### src/hdl/epoch_seconds_to_calendar_date_defines.svh
// ============================================================================
// Assertion macros for the epoch seconds to calendar date block
// Concurrent checks that compile away when SYNTHESIS is defined.
// ============================================================================
`ifndef EPOCH_SECONDS_TO_CALENDAR_DATE_DEFINES_SVH
`define EPOCH_SECONDS_TO_CALENDAR_DATE_DEFINES_SVH

`ifndef SYNTHESIS

// Same-cycle implication, checked at every rising edge out of reset.
`define ES2CD_ASSERT_IMP(name, clk, rst_n, ante, cons) \
    name: assert property (@(posedge clk) disable iff (!(rst_n)) (ante) |-> (cons)) \
        else $error("es2cd: implication check failed");

// Next-cycle implication, checked at every rising edge out of reset.
`define ES2CD_ASSERT_NXT(name, clk, rst_n, ante, cons) \
    name: assert property (@(posedge clk) disable iff (!(rst_n)) (ante) |=> (cons)) \
        else $error("es2cd: next-cycle check failed");

`else

`define ES2CD_ASSERT_IMP(name, clk, rst_n, ante, cons)
`define ES2CD_ASSERT_NXT(name, clk, rst_n, ante, cons)

`endif

`endif

### src/hdl/es2cd_pkg.sv
// ============================================================================
// es2cd_pkg
// Types, constants and helper functions of the epoch to calendar converter.
// ============================================================================
package es2cd_pkg;

    localparam int unsigned SecsPerDayShift  = 48;
    localparam int unsigned SecsPerHourShift = 43;
    localparam int unsigned SecsPerMinShift  = 37;
    localparam int unsigned WeekShift        = 34;
    localparam int unsigned QuadShift        = 42;

    localparam logic [31:0] SecsPerDay   = 32'd86400;
    localparam logic [31:0] SecsPerHour  = 32'd3600;
    localparam logic [31:0] SecsPerMin   = 32'd60;
    localparam logic [31:0] DaysPerWeek  = 32'd7;
    localparam logic [31:0] DaysPerQuad  = 32'd1461;
    localparam logic [31:0] DaysTo1970   = 32'd25567;
    localparam logic [31:0] EpochWeekday = 32'd4;
    localparam logic [31:0] YearDays     = 32'd365;

    // Reciprocals rounded down, so the estimated quotient is never too large.
    localparam logic [31:0] RecipDay  = 32'((64'd1 << SecsPerDayShift) / 64'd86400);
    localparam logic [31:0] RecipHour = 32'((64'd1 << SecsPerHourShift) / 64'd3600);
    localparam logic [31:0] RecipMin  = 32'((64'd1 << SecsPerMinShift) / 64'd60);
    localparam logic [31:0] RecipWeek = 32'((64'd1 << WeekShift) / 64'd7);
    localparam logic [31:0] RecipQuad = 32'((64'd1 << QuadShift) / 64'd1461);

    localparam logic [3:0] LastMonth = 4'd11;
    localparam logic [3:0] February  = 4'd1;

    typedef enum logic [3:0] {
        ST_IDLE,
        ST_OFS_MUL,
        ST_OFS_ADD,
        ST_MUL_RECIP,
        ST_MUL_BACK,
        ST_SUB,
        ST_FIX,
        ST_YEAR,
        ST_MONTH
    } t_state;

    typedef enum logic [2:0] {
        DIV_DAY,
        DIV_HOUR,
        DIV_MIN,
        DIV_WEEK,
        DIV_QUAD
    } t_div;

    typedef struct packed {
        logic        mul_en;
        logic [31:0] mul_a;
        logic [31:0] mul_b;
        logic        sub;
        logic [31:0] add_a;
        logic [31:0] add_b;
    } t_alu_ctl;

    function automatic logic [31:0] div_const(input t_div d);
        logic [31:0] c;
        unique case (d)
            DIV_DAY:  c = SecsPerDay;
            DIV_HOUR: c = SecsPerHour;
            DIV_MIN:  c = SecsPerMin;
            DIV_WEEK: c = DaysPerWeek;
            DIV_QUAD: c = DaysPerQuad;
            default:  c = DaysPerQuad;
        endcase
        return c;
    endfunction

    function automatic logic [31:0] div_recip(input t_div d);
        logic [31:0] m;
        unique case (d)
            DIV_DAY:  m = RecipDay;
            DIV_HOUR: m = RecipHour;
            DIV_MIN:  m = RecipMin;
            DIV_WEEK: m = RecipWeek;
            DIV_QUAD: m = RecipQuad;
            default:  m = RecipQuad;
        endcase
        return m;
    endfunction

    // Leap test for a year counted from 1900. Within eight bits the only
    // century years are 1900, 2000 and 2100, and of these only 2000 leaps.
    function automatic logic is_leap(input logic [7:0] y);
        return ((y[1:0] == 2'b00) && (y != 8'd0) && (y != 8'd200));
    endfunction

    function automatic logic [4:0] month_len(input logic [3:0] m, input logic leap);
        logic [4:0] len;
        case (m)
            February: len = leap ? 5'd29 : 5'd28;
            4'd3:     len = 5'd30;
            4'd5:     len = 5'd30;
            4'd8:     len = 5'd30;
            4'd10:    len = 5'd30;
            default:  len = 5'd31;
        endcase
        return len;
    endfunction

endpackage

### src/hdl/es2cd_alu.sv
// ============================================================================
// es2cd_alu
// Shared arithmetic unit: a 32 by 32 multiplier with a registered product and
// a 32-bit adder/subtractor whose carry doubles as a greater-or-equal flag.
// ============================================================================
module es2cd_alu
    import es2cd_pkg::*;
(
    input  logic        i_clk,
    input  t_alu_ctl    i_ctl,
    output logic [63:0] o_prod,
    output logic [31:0] o_sum,
    output logic        o_ge
);

    logic [63:0] r_prod;
    logic [32:0] n_sum;

    always_ff @(posedge i_clk) begin
        if (i_ctl.mul_en) begin
            r_prod <= 64'(i_ctl.mul_a) * 64'(i_ctl.mul_b);
        end
    end

    // When subtracting, a carry out means the minuend was not smaller.
    assign n_sum = {1'b0, i_ctl.add_a}
                 + {1'b0, (i_ctl.sub ? ~i_ctl.add_b : i_ctl.add_b)}
                 + {32'd0, i_ctl.sub};

    assign o_prod = r_prod;
    assign o_sum  = n_sum[31:0];
    assign o_ge   = n_sum[32];

endmodule

### src/hdl/epoch_seconds_to_calendar_date.sv
// ============================================================================
// epoch_seconds_to_calendar_date
// Converts seconds since 1970-01-01 UTC, optionally shifted by a local offset
// in whole hours, into broken-down Gregorian date and time fields.
// ============================================================================
//
// Usage. A conversion transaction is accepted at a rising edge where start is
// high and busy is low; i_epoch_seconds and i_use_local are sampled there.
// busy then stays high until the result is out. The result appears on the o_
// ports for exactly one cycle, marked by o_result_strobe, and is taken at the
// edge that ends that cycle; the receiver cannot hold it off. A new transaction
// may be started in the strobe cycle itself.
//
// Sequence. In local mode ST_OFS_MUL and ST_OFS_ADD add the offset first. Then
// five divisions by a constant (seconds per day, hour and minute, then days per
// week and per four-year block) each run through ST_MUL_RECIP, ST_MUL_BACK,
// ST_SUB and ST_FIX. ST_YEAR then steps over the years after the four-year
// block (0 to 4) and ST_MONTH over the months (0 to 11), each walk ending in
// one finishing step. All steps share the single multiplier and adder, so a
// new transaction is accepted only once the last one has been strobed out.
//
// The offset register is written through i_cfg_we/i_cfg_wdata, by the user only
// while idle; the block itself does not enforce this. Synchronous reset returns
// the sequencer to idle, drops the strobe and clears the offset to zero.
// ============================================================================
`include "epoch_seconds_to_calendar_date_defines.svh"

module epoch_seconds_to_calendar_date
    import es2cd_pkg::*;
(
    input  logic              i_clk,
    input  logic              i_rst_n,
    input  logic              i_cfg_we,
    input  logic signed [4:0] i_cfg_wdata,
    input  logic              start,
    output logic              busy,
    input  logic [31:0]       i_epoch_seconds,
    input  logic              i_use_local,
    output logic              o_result_strobe,
    output logic [5:0]        o_second,
    output logic [5:0]        o_minute,
    output logic [4:0]        o_hour,
    output logic [2:0]        o_weekday,
    output logic [7:0]        o_year_since_1900,
    output logic [8:0]        o_day_of_year,
    output logic [3:0]        o_month_index,
    output logic [4:0]        o_month_day
);

    // Sequencer and configuration state.
    t_state            r_state, n_state;
    t_div              r_div,   n_div;
    logic              r_strobe, n_strobe;
    logic signed [4:0] r_offset;

    // Working registers: r_x holds the value being divided or walked, r_q
    // the quotient of the division in progress.
    logic [31:0] r_x,    n_x;
    logic [31:0] r_q,    n_q;
    logic [15:0] r_days, n_days;

    // Result fields.
    logic [5:0] r_sec,  n_sec;
    logic [5:0] r_min,  n_min;
    logic [4:0] r_hour, n_hour;
    logic [2:0] r_wday, n_wday;
    logic [7:0] r_year, n_year;
    logic [8:0] r_yday, n_yday;
    logic [3:0] r_mon,  n_mon;
    logic [4:0] r_mday, n_mday;
    logic       r_leap, n_leap;

    // Shared unit.
    t_alu_ctl    alu_ctl;
    logic [63:0] alu_prod;
    logic [31:0] alu_sum;
    logic        alu_ge;

    // Helpers for the division steps.
    logic [31:0] q_est;
    logic [31:0] q_fin;
    logic [31:0] r_fin;
    logic [7:0]  quad_year;
    logic [1:0]  century_fix;
    logic [4:0]  cur_mlen;

    es2cd_alu u_alu (
        .i_clk  (i_clk),
        .i_ctl  (alu_ctl),
        .o_prod (alu_prod),
        .o_sum  (alu_sum),
        .o_ge   (alu_ge)
    );

    assign busy = (r_state != ST_IDLE);

    // The quotient estimate is the top of the product with the reciprocal;
    // the shift depends on which constant is being divided by.
    always_comb begin
        unique case (r_div)
            DIV_DAY:  q_est = 32'(alu_prod >> SecsPerDayShift);
            DIV_HOUR: q_est = 32'(alu_prod >> SecsPerHourShift);
            DIV_MIN:  q_est = 32'(alu_prod >> SecsPerMinShift);
            DIV_WEEK: q_est = 32'(alu_prod >> WeekShift);
            DIV_QUAD: q_est = 32'(alu_prod >> QuadShift);
            default:  q_est = 32'(alu_prod >> QuadShift);
        endcase
    end

    // The estimate is at most one short, so a single conditional subtract
    // of the divisor completes the division.
    assign q_fin = alu_ge ? (r_q + 32'd1) : r_q;
    assign r_fin = alu_ge ? alu_sum : r_x;

    // Day offset within a four-year block counted from 1900 is corrected
    // for the century years that do not leap: 1900 and 2100.
    assign quad_year   = {q_fin[5:0], 2'b00};
    assign century_fix = {1'b0, (quad_year != 8'd0)} + {1'b0, (quad_year >= 8'd201)};

    assign cur_mlen = month_len(r_mon, r_leap);

    always_comb begin
        n_state  = r_state;
        n_div    = r_div;
        n_strobe = 1'b0;
        n_x      = r_x;
        n_q      = r_q;
        n_days   = r_days;
        n_sec    = r_sec;
        n_min    = r_min;
        n_hour   = r_hour;
        n_wday   = r_wday;
        n_year   = r_year;
        n_yday   = r_yday;
        n_mon    = r_mon;
        n_mday   = r_mday;
        n_leap   = r_leap;
        alu_ctl  = '0;

        unique case (r_state)
            ST_IDLE: begin
                if (start) begin
                    n_x     = i_epoch_seconds;
                    n_div   = DIV_DAY;
                    n_state = i_use_local ? ST_OFS_MUL : ST_MUL_RECIP;
                end
            end

            ST_OFS_MUL: begin
                // Offset in seconds; the low 32 bits of the product are the
                // two's complement value that the wrapping add needs.
                alu_ctl.mul_en = 1'b1;
                alu_ctl.mul_a  = {{27{r_offset[4]}}, r_offset};
                alu_ctl.mul_b  = SecsPerHour;
                n_state        = ST_OFS_ADD;
            end

            ST_OFS_ADD: begin
                alu_ctl.add_a = r_x;
                alu_ctl.add_b = alu_prod[31:0];
                n_x           = alu_sum;
                n_state       = ST_MUL_RECIP;
            end

            ST_MUL_RECIP: begin
                alu_ctl.mul_en = 1'b1;
                alu_ctl.mul_a  = r_x;
                alu_ctl.mul_b  = div_recip(r_div);
                n_state        = ST_MUL_BACK;
            end

            ST_MUL_BACK: begin
                alu_ctl.mul_en = 1'b1;
                alu_ctl.mul_a  = q_est;
                alu_ctl.mul_b  = div_const(r_div);
                n_q            = q_est;
                n_state        = ST_SUB;
            end

            ST_SUB: begin
                alu_ctl.sub   = 1'b1;
                alu_ctl.add_a = r_x;
                alu_ctl.add_b = alu_prod[31:0];
                n_x           = alu_sum;
                n_state       = ST_FIX;
            end

            ST_FIX: begin
                alu_ctl.sub   = 1'b1;
                alu_ctl.add_a = r_x;
                alu_ctl.add_b = div_const(r_div);
                n_state       = ST_MUL_RECIP;
                unique case (r_div)
                    DIV_DAY: begin
                        n_days = q_fin[15:0];
                        n_x    = r_fin;
                        n_div  = DIV_HOUR;
                    end
                    DIV_HOUR: begin
                        n_hour = q_fin[4:0];
                        n_x    = r_fin;
                        n_div  = DIV_MIN;
                    end
                    DIV_MIN: begin
                        n_min = q_fin[5:0];
                        n_sec = r_fin[5:0];
                        n_x   = {16'd0, r_days} + EpochWeekday;
                        n_div = DIV_WEEK;
                    end
                    DIV_WEEK: begin
                        n_wday = r_fin[2:0];
                        n_x    = {16'd0, r_days} + DaysTo1970;
                        n_div  = DIV_QUAD;
                    end
                    default: begin
                        n_year  = quad_year;
                        n_x     = r_fin + {30'd0, century_fix};
                        n_state = ST_YEAR;
                    end
                endcase
            end

            ST_YEAR: begin
                alu_ctl.sub   = 1'b1;
                alu_ctl.add_a = r_x;
                alu_ctl.add_b = YearDays + {31'd0, is_leap(r_year)};
                if (alu_ge) begin
                    n_x    = alu_sum;
                    n_year = r_year + 8'd1;
                end else begin
                    n_yday  = r_x[8:0];
                    n_leap  = is_leap(r_year);
                    n_mon   = '0;
                    n_state = ST_MONTH;
                end
            end

            ST_MONTH: begin
                alu_ctl.sub   = 1'b1;
                alu_ctl.add_a = r_x;
                alu_ctl.add_b = {27'd0, cur_mlen};
                if (alu_ge && (r_mon != LastMonth)) begin
                    n_x   = alu_sum;
                    n_mon = r_mon + 4'd1;
                end else begin
                    n_mday   = r_x[4:0] + 5'd1;
                    n_strobe = 1'b1;
                    n_state  = ST_IDLE;
                end
            end

            default: begin
                n_state = ST_IDLE;
            end
        endcase
    end

    always_ff @(posedge i_clk) begin
        if (!i_rst_n) begin
            r_state  <= ST_IDLE;
            r_strobe <= 1'b0;
            r_div    <= DIV_DAY;
        end else begin
            r_state  <= n_state;
            r_strobe <= n_strobe;
            r_div    <= n_div;
        end
    end

    always_ff @(posedge i_clk) begin
        if (!i_rst_n) begin
            r_offset <= '0;
        end else if (i_cfg_we) begin
            r_offset <= i_cfg_wdata;
        end
    end

    // Payload registers carry no reset.
    always_ff @(posedge i_clk) begin
        r_x    <= n_x;
        r_q    <= n_q;
        r_days <= n_days;
        r_sec  <= n_sec;
        r_min  <= n_min;
        r_hour <= n_hour;
        r_wday <= n_wday;
        r_year <= n_year;
        r_yday <= n_yday;
        r_mon  <= n_mon;
        r_mday <= n_mday;
        r_leap <= n_leap;
    end

    assign o_result_strobe   = r_strobe;
    assign o_second          = r_sec;
    assign o_minute          = r_min;
    assign o_hour            = r_hour;
    assign o_weekday         = r_wday;
    assign o_year_since_1900 = r_year;
    assign o_day_of_year     = r_yday;
    assign o_month_index     = r_mon;
    assign o_month_day       = r_mday;

    // The strobe is a single-cycle pulse, and it only ever appears when the
    // sequencer has already returned to idle.
    `ES2CD_ASSERT_NXT(a_strobe_single, i_clk, i_rst_n, o_result_strobe, !o_result_strobe)
    `ES2CD_ASSERT_IMP(a_strobe_idle, i_clk, i_rst_n, o_result_strobe, !busy)
    // An accepted transaction makes the block busy on the following cycle.
    `ES2CD_ASSERT_NXT(a_accept_busy, i_clk, i_rst_n, start && !busy, busy)
    // The reciprocal estimate leaves a remainder below twice the divisor.
    `ES2CD_ASSERT_IMP(a_fix_range, i_clk, i_rst_n, r_state == ST_FIX,
                      r_x < (div_const(r_div) << 1))
    // The month walk never runs past December.
    `ES2CD_ASSERT_IMP(a_month_range, i_clk, i_rst_n, r_state == ST_MONTH, r_mon <= LastMonth)

endmodule

### config.mk
export PLATFORM = sky130hd
export DESIGN_NAME = epoch_seconds_to_calendar_date
export DESIGN_NICKNAME = d
export VERILOG_FILES = /design/src/hdl/es2cd_pkg.sv /design/src/hdl/es2cd_alu.sv /design/src/hdl/epoch_seconds_to_calendar_date.sv
export VERILOG_INCLUDE_DIRS = /design/src /design/src/hdl
export SDC_FILE = /design/constraint.sdc
export NUM_CORES = 2
export LEC_CHECK = 0
export ABC_AREA = 0
export BUFFER_PORTS_ARGS = -buffer_cell sky130_fd_sc_hd__buf_2
export CORE_MARGIN = 4
export CORE_UTILIZATION = 40
export CTS_CLUSTER_DIAMETER = 30
export DETAILED_ROUTE_END_ITERATION = 16
export GPL_TIMING_DRIVEN = 0
export PLACE_DENSITY = 0.64
export SETUP_SLACK_MARGIN = 0.15
export SYNTH_ARGS = -nofsm -noshare
export SYNTH_HDL_FRONTEND = slang
export SYNTH_SLANG_ARGS = --single-unit
### constraint.sdc
create_clock -name i_clk -period 9.58 [get_ports i_clk]
set_input_delay 0.479 -clock i_clk [delete_from_list [all_inputs] [get_ports i_clk]]
set_output_delay 0.479 -clock i_clk [all_outputs]
set_load 0.03 [all_outputs]
Word level (Yosys, flattened, before mapping)
Index checks and enable logic that the tools add are counted.
{"block": "totals", "register_bits": 188, "latchBits": 0, "ramBits": 0, "rom_bits": 0, "inputBits": 42, "mem_count": 0}
{"block": "op_classes", "addsub": 11, "n_mul": 1, "n_div": 0, "order_cmp": 1, "n_eq_ne": 25, "shifts": 0, "mux": 31, "n_bitwise": 3, "reduce_logical": 30}
{"cell": "64-bit one-hot mux with 4 select lines", "n": 1}
{"cell": "65-bit one-hot mux with 3 select lines", "n": 1}
{"cell": "32-bit one-hot mux with 5 select lines", "n": 1}
{"cell": "32-bit 2-to-1 mux", "n": 4}
{"cell": "31-bit one-hot mux with 4 select lines", "n": 1}
{"cell": "30-bit one-hot mux with 4 select lines", "n": 1}
{"cell": "32-bit one-hot mux with 3 select lines", "n": 1}
{"cell": "17-bit one-hot mux with 4 select lines", "n": 1}
{"cell": "32-bit by 32-bit multiplier with 64-bit output", "n": 1}
{"cell": "4-bit one-hot mux with 9 select lines", "n": 1}
{"cell": "32-bit by 32-bit adder with 33-bit output", "n": 1}
{"cell": "33-bit by 1-bit adder with 33-bit output", "n": 1}
{"cell": "32-bit by 2-bit adder with 32-bit output", "n": 1}
{"cell": "32-bit inverter", "n": 1}
{"cell": "4-bit by 3-bit == test with 1-bit output (second input constant)", "n": 5}
{"cell": "4-bit 2-to-1 mux", "n": 5}
{"cell": "16-bit by 15-bit adder with 17-bit output (second input constant)", "n": 1}
{"cell": "16-bit by 3-bit adder with 17-bit output (second input constant)", "n": 1}
{"cell": "16-bit by 1-bit adder with 16-bit output (second input constant)", "n": 1}
{"cell": "16-bit 2-to-1 mux", "n": 1}
{"cell": "8-bit 2-to-1 mux", "n": 2}
{"cell": "8-bit one-hot mux with 2 select lines", "n": 1}
{"cell": "8-bit nonzero test", "n": 2}
{"cell": "3-bit AND reduction", "n": 5}
{"cell": "34 further kinds", "n": 61}

Logic depth before layout (Yosys ltp)
{"block": "depth", "word_depth": 15, "depth_mapped": 41}

Modules after synthesis
From an unflattened synthesis, not the netlist that was laid out.
{"block": "hier_totals", "hier_cells": 5112, "hier_area_um2": 46940.0}
{"module": "es2cd_alu", "instances": 1, "cells_each": 4042, "area_each_um2": 37160.6, "seq_area_each_um2": 1921.8}
{"module": "epoch_seconds_to_calendar_date", "instances": 1, "cells_each": 1070, "area_each_um2": 9779.4, "seq_area_each_um2": 3593.4}

Worst setup path before layout
Ideal clock, no wire load.
{"block": "synth_path", "path_kind": "flip-flop to flip-flop", "start": "reg r_div[0]", "end": "reg u_alu.r_prod[51], in the netlist u_alu.o_prod[51] (data pin)", "arrival_ns": 10.130, "setup_slack_ns": -0.809, "path_stages_with_launch": 34, "n_path_buf": 5, "synth_period_minus_slack_ns": 10.389, "cell_sequence": "dfxtp_1 > clkbuf_1 > buf_1 > clkbuf_1 > mux4_2 > mux2_2 > a211oi_1 > clkbuf_1 > nor2_1 > fa_1 > fa_1 > fa_1 > inv_1 > fa_1 > inv_1 > fa_1 > fa_1 > fa_1 > inv_1 > fa_1 > inv_1 > ha_1 > clkbuf_1 > nand4_1 > or4_1 > a2111oi_0 > a21oi_1 > o311ai_1 > a21oi_1 > o31ai_1 > a311oi_1 > o311ai_1 > o21ai_0 > xnor2_1"}
{"block": "synth_between", "elab_chain_len": 4, "elab_cells_between_ends": 9}
{"element": "from (decl)", "line": "epoch_seconds_to_calendar_date.sv:52", "rtl": "t_div r_div, n_div;"}
{"element": "from (signal assigned)", "line": "epoch_seconds_to_calendar_date.sv:266", "rtl": "r_div <= n_div;"}
{"element": "3-bit by 2-bit == test with 1-bit output (tied with other cells)", "line": "epoch_seconds_to_calendar_date.sv:100", "rtl": "unique case (r_div)"}
{"element": "30-bit one-hot mux with 4 select lines (*)", "line": "epoch_seconds_to_calendar_date.sv:100"}
{"element": "named net q_est[11]", "line": "epoch_seconds_to_calendar_date.sv:80", "rtl": "logic [31:0] q_est;"}
{"element": "65-bit one-hot mux with 3 select lines (*)", "line": "epoch_seconds_to_calendar_date.sv:140", "rtl": "unique case (r_state)"}
{"element": "32-bit by 32-bit multiplier with 64-bit output (*)", "line": "es2cd_alu.sv:21", "rtl": "r_prod <= 64'(i_ctl.mul_a) * 64'(i_ctl.mul_b);"}
{"element": "to (signal assigned)", "line": "es2cd_alu.sv:21"}
{"element": "to (decl)", "line": "es2cd_alu.sv:16", "rtl": "logic [63:0] r_prod;"}
The timed path passes the listed nets; every way through them passes the cells marked *.
A chain may end at the register's enable or synchronous reset.

Final worst setup path
{"block": "layout_path", "start": "reg r_div[0]", "end": "reg u_alu.r_prod[59], in the netlist u_alu.o_prod[59] (data pin)"}
The elaborated chain is that of the path after synthesis.

==> impl_metrics.ini <==
[placement]
dp.cells = 6691
place_area_mm2 = 0.0475
numPortBuffers = 88
routabilityCongestion = 1.06
dpl.hpwl_mm = 157

[detailed_routing]
vias = 40700
first_pass_iters = 7
wire_per_inst_um = 28.3
routed_wl_mm = 197
vias_per_cell = 5.85
remaining_drc_errors = 0
antenna_left = 0
first_iter_violations = 5220

[power_and_ir_drop]
total_power_mw = 3.87
powerDensity_mw_per_mm2 = 72.3
ir_drop_v = 0.000150
p_comb_share_pct = 49.9
switching_power_mw = 1.84
switching_share_pct = 47.6
leakage_nw = 25.3
pwr-share-seq_pct = 30.5
pwr-share-clk_pct = 19.6
intPower_mw = 2.03

[yosys]
yosysSeqAreaShare_pct = 12.2
synth_area_mm2 = 0.0449
synth_top_family_by_area = adder cells
ys_types = 93
synth-seq-cells = 186
synthMuxAreaShare_pct = 1.89
synth_edf_count = 173
synth_top_area_share_pct = 37.2
postSynthCellCount = 5096
ys_warn_count = 0
synthSimpleGateAreaFrac_pct = 15.2
async_flop_share_pct = 0
yosys-top-cells-area = fa_1 (37%), edfxtp_1 (12%), ha_1 (10%)
synth-xor-area-share_pct = 3.10
synth-main-ff-cell = edfxtp_1
avgSynthCellArea_um2 = 8.81
yosysTopAreaCell = fa_1
synthAdderAreaFrac_pct = 47.4
synth_compound_area_share_pct = 9.87

[worst_setup_path]
r2r_cells = 36
worstSetupPathDepth = 36
slowest_delay_ns = 0.55
reg2reg_from = r_div[0]
crit_path_end_kind = flip-flop
crit_required_ns = 9.79
cp-start-kind = flip-flop
cpMaxStageDelayCell = fa_1
cp.arrival_ns = 9.87
crit_buf_inv = 10
path_delay_family = adder cells
crit_fanout = 6
r2r_slack_ns = -0.09
regToRegEndpoint = u_alu.o_prod[59]
cp-endpoint = u_alu.o_prod[59]
path_common_cell = fa_1
crit_type = reg -> reg
crit_start = r_div[0]

[clock_network]
clk-insertion-delay-late_ns = 0.48
numCtsBuffers = 17
cts_max_level = 4
postCtsHoldBufs = 0
root_buffer = clkbuf_16
clockBufferDepth = 2
clk_pin_slew_worst_paths_ns = 0.09
tritoncts = yes
clkSinkCount = 186

[job]
max_cap_violations = 0

[finish]
instances_no_fill = 6956
fin_nets = 6681
syn_to_final_growth_pct = 19.3
final_common_cell = inv_1
drive_gt1_share_pct = 16.7
design_area_mm2 = 0.0535
most-common-layout-cells = inv_1 (978), fa_1 (814), nor2_1 (627)

[sta]
min_period_over_period_pct = 101
layout_min_cycle_time_ns = 9.67
fmax_ghz = 0.103
finalClockSkew_ns = 0.0246
rsz0062_at_grt = yes
fin_ws_ns = -0.0851
maxSlewHeadroom_pct = 5.84
final_hold_viol_count = 0
worst_slew_pin_slew_ns = 1.41
setup_viol_count_final = 6
drv_slew = 0

[global_route]
grt_usage_pct = 33.3
grt_overflow = 0
grt_pass1_wl_mm = 282
grt_max_degree = 63
grt_pass1_vias = 40700
grt_antenna_before_repair = 11

[status]
violations = setup timing
status = finished with violations

[floorplanning]
die_y_um = 343
die_area_mm2 = 0.118
die_w_um = 343
io_pins = 90
initial_utilization_pct = 40.4
core_area_mm2 = 0.111
std_cell_rows = 122

[hold_path]
hold_path.class = in -> reg
state kept, by name (all words and copies together), names as in the netlist, 3 cells and up:
signal             cells
o_year_since_1900      8
o_minute               6
o_second               6
o_day_of_year          9
r_days                16
o_hour                 5
r_div                  3
r_offset               5
o_weekday              3
o_month_index          4
r_q                   16
r_state                4
r_x                   32
u_alu.o_prod          62
o_month_day            5
power groups by stage:
| stage | Combinational (mW) | Clock [mW] | Sequential (mW) |
|---|---|---|---|
| final | 1.93 | 0.757 | 1.18 |
| after CTS | 1.79 | 0.758 | 1.16 |
| after detailed placement | 1.54 | 0 | 1.18 |
| after global placement | 1.51 | 0 | 1.18 |
| after floorplan | 0.917 | 0 | 1.07 |
| after global routing | 2.01 | 0.796 | 1.17 |
Yosys cell counts, drive strengths merged (9+ instances only):
master and count:
a211o 19, a211oi 36, a21o 58, a21oi 178, a221oi 21, a22oi 18, a31oi 26, and2 60
and3 33, buf 37, clkbuf 203, dfxtp 13, edfxtp 173, fa 834, ha 365, inv 995
mux2 18, mux2i 33, mux4 14, nand2 558, nand2b 29, nand3 76, nand4 35, nor2 681
nor2b 27, nor3 40, o211a 10, o211ai 26, o21a 24, o21ai 116, o21bai 14, o221ai 10
o22ai 9, o31ai 16, or2 9, xnor2 110, xor2 49
kinds of logic (layout without fill, tap and decap cells):
family,Yosys count,count (layout)
compound gates,655,655
simple gates,1595,1595
xor+xnor,159,159
fa+ha+maj,1199,1199
mux,65,65
other cells,2,20
buf+inv,1235,1589
flops,186,186
routing by layer:
metal | GRT usage (%) | up-vias | part of all wire, % | wire length [um]
met5 | 0.286 | - | 0.038 | 74
met4 | 23.4 | 6 | 8.9 | 17500
met3 | 12.5 | 826 | 14 | 27100
met2 | 47.2 | 2963 | 41 | 80100
met1 | 41.9 | 20100 | 37 | 71800
li1 | - | 16800 | - | -
repair_timing:
item | 4_1_cts | 5_1_grt
endpoints found under the setup margin | 75 | 55
gates resized for setup | 750 | 162
cloned | 4 | 2
buffers inserted | 176 | 44
pin swaps | 118 | 41
worst min-delay path by stage:
| stage | startpoint | to | slack, ns | cells past startpoint |
|---|---|---|---|---|
| floorplan | r_x[2] | o_day_of_year[2] | 0.42 | 0 |
| global route | i_cfg_wdata[3] | r_offset[3] | 0.26 | 3 |
| CTS | i_cfg_wdata[4] | r_offset[4] | 0.24 | 3 |
| finish | i_cfg_wdata[4] | r_offset[4] | 0.26 | 3 |
| global placement | r_x[2] | o_day_of_year[2] | 0.43 | 0 |
| detailed placement | r_x[2] | o_day_of_year[2] | 0.43 | 0 |
area by class of cell:
cell class                 instances  area [um2]
fill                           10500       57400
sequential                       186        5470
multi-input combinational       3678       36900
clock inverter                    15         193
timing repair buffer             330        2640
antenna                           15        37.5
buffer                           232        2300
clock buffer                      17         425
inverter                         995        3750
tap                             1488        1860
metrics by stage:
step	hold slack [ns]	setup WS (ns)	setup TNS (ns)	util [%]
2_1_floorplan	0.424	0.137	0	-
3_3_place_gp	0.425	-5.05	-243.19	42.6
3_5_place_dp	0.433	-4.59	-157.95	42.8
4_1_cts	0.239	-0.00430	-0.00550	47.4
5_1_grt	0.263	-0.283	-2.38	48.2
6_report	0.256	-0.0851	-0.298	48.2
worst reg2reg max path: cells and delay by family (launching register included):
| kind | cells | cell delay, ns |
|---|---|---|
| DFF | 1 | 0.38 |
| xor gates and xnor gates | 1 | 0.16 |
| adders and majority gates | 9 | 4.09 |
| AOI/OAI and AO/OA | 12 | 2.85 |
| buffers and inverters | 10 | 1.19 |
| muxes | 1 | 0.50 |
| and+or+nand+nor | 3 | 0.23 |
Power figures use the tool's default switching activity.
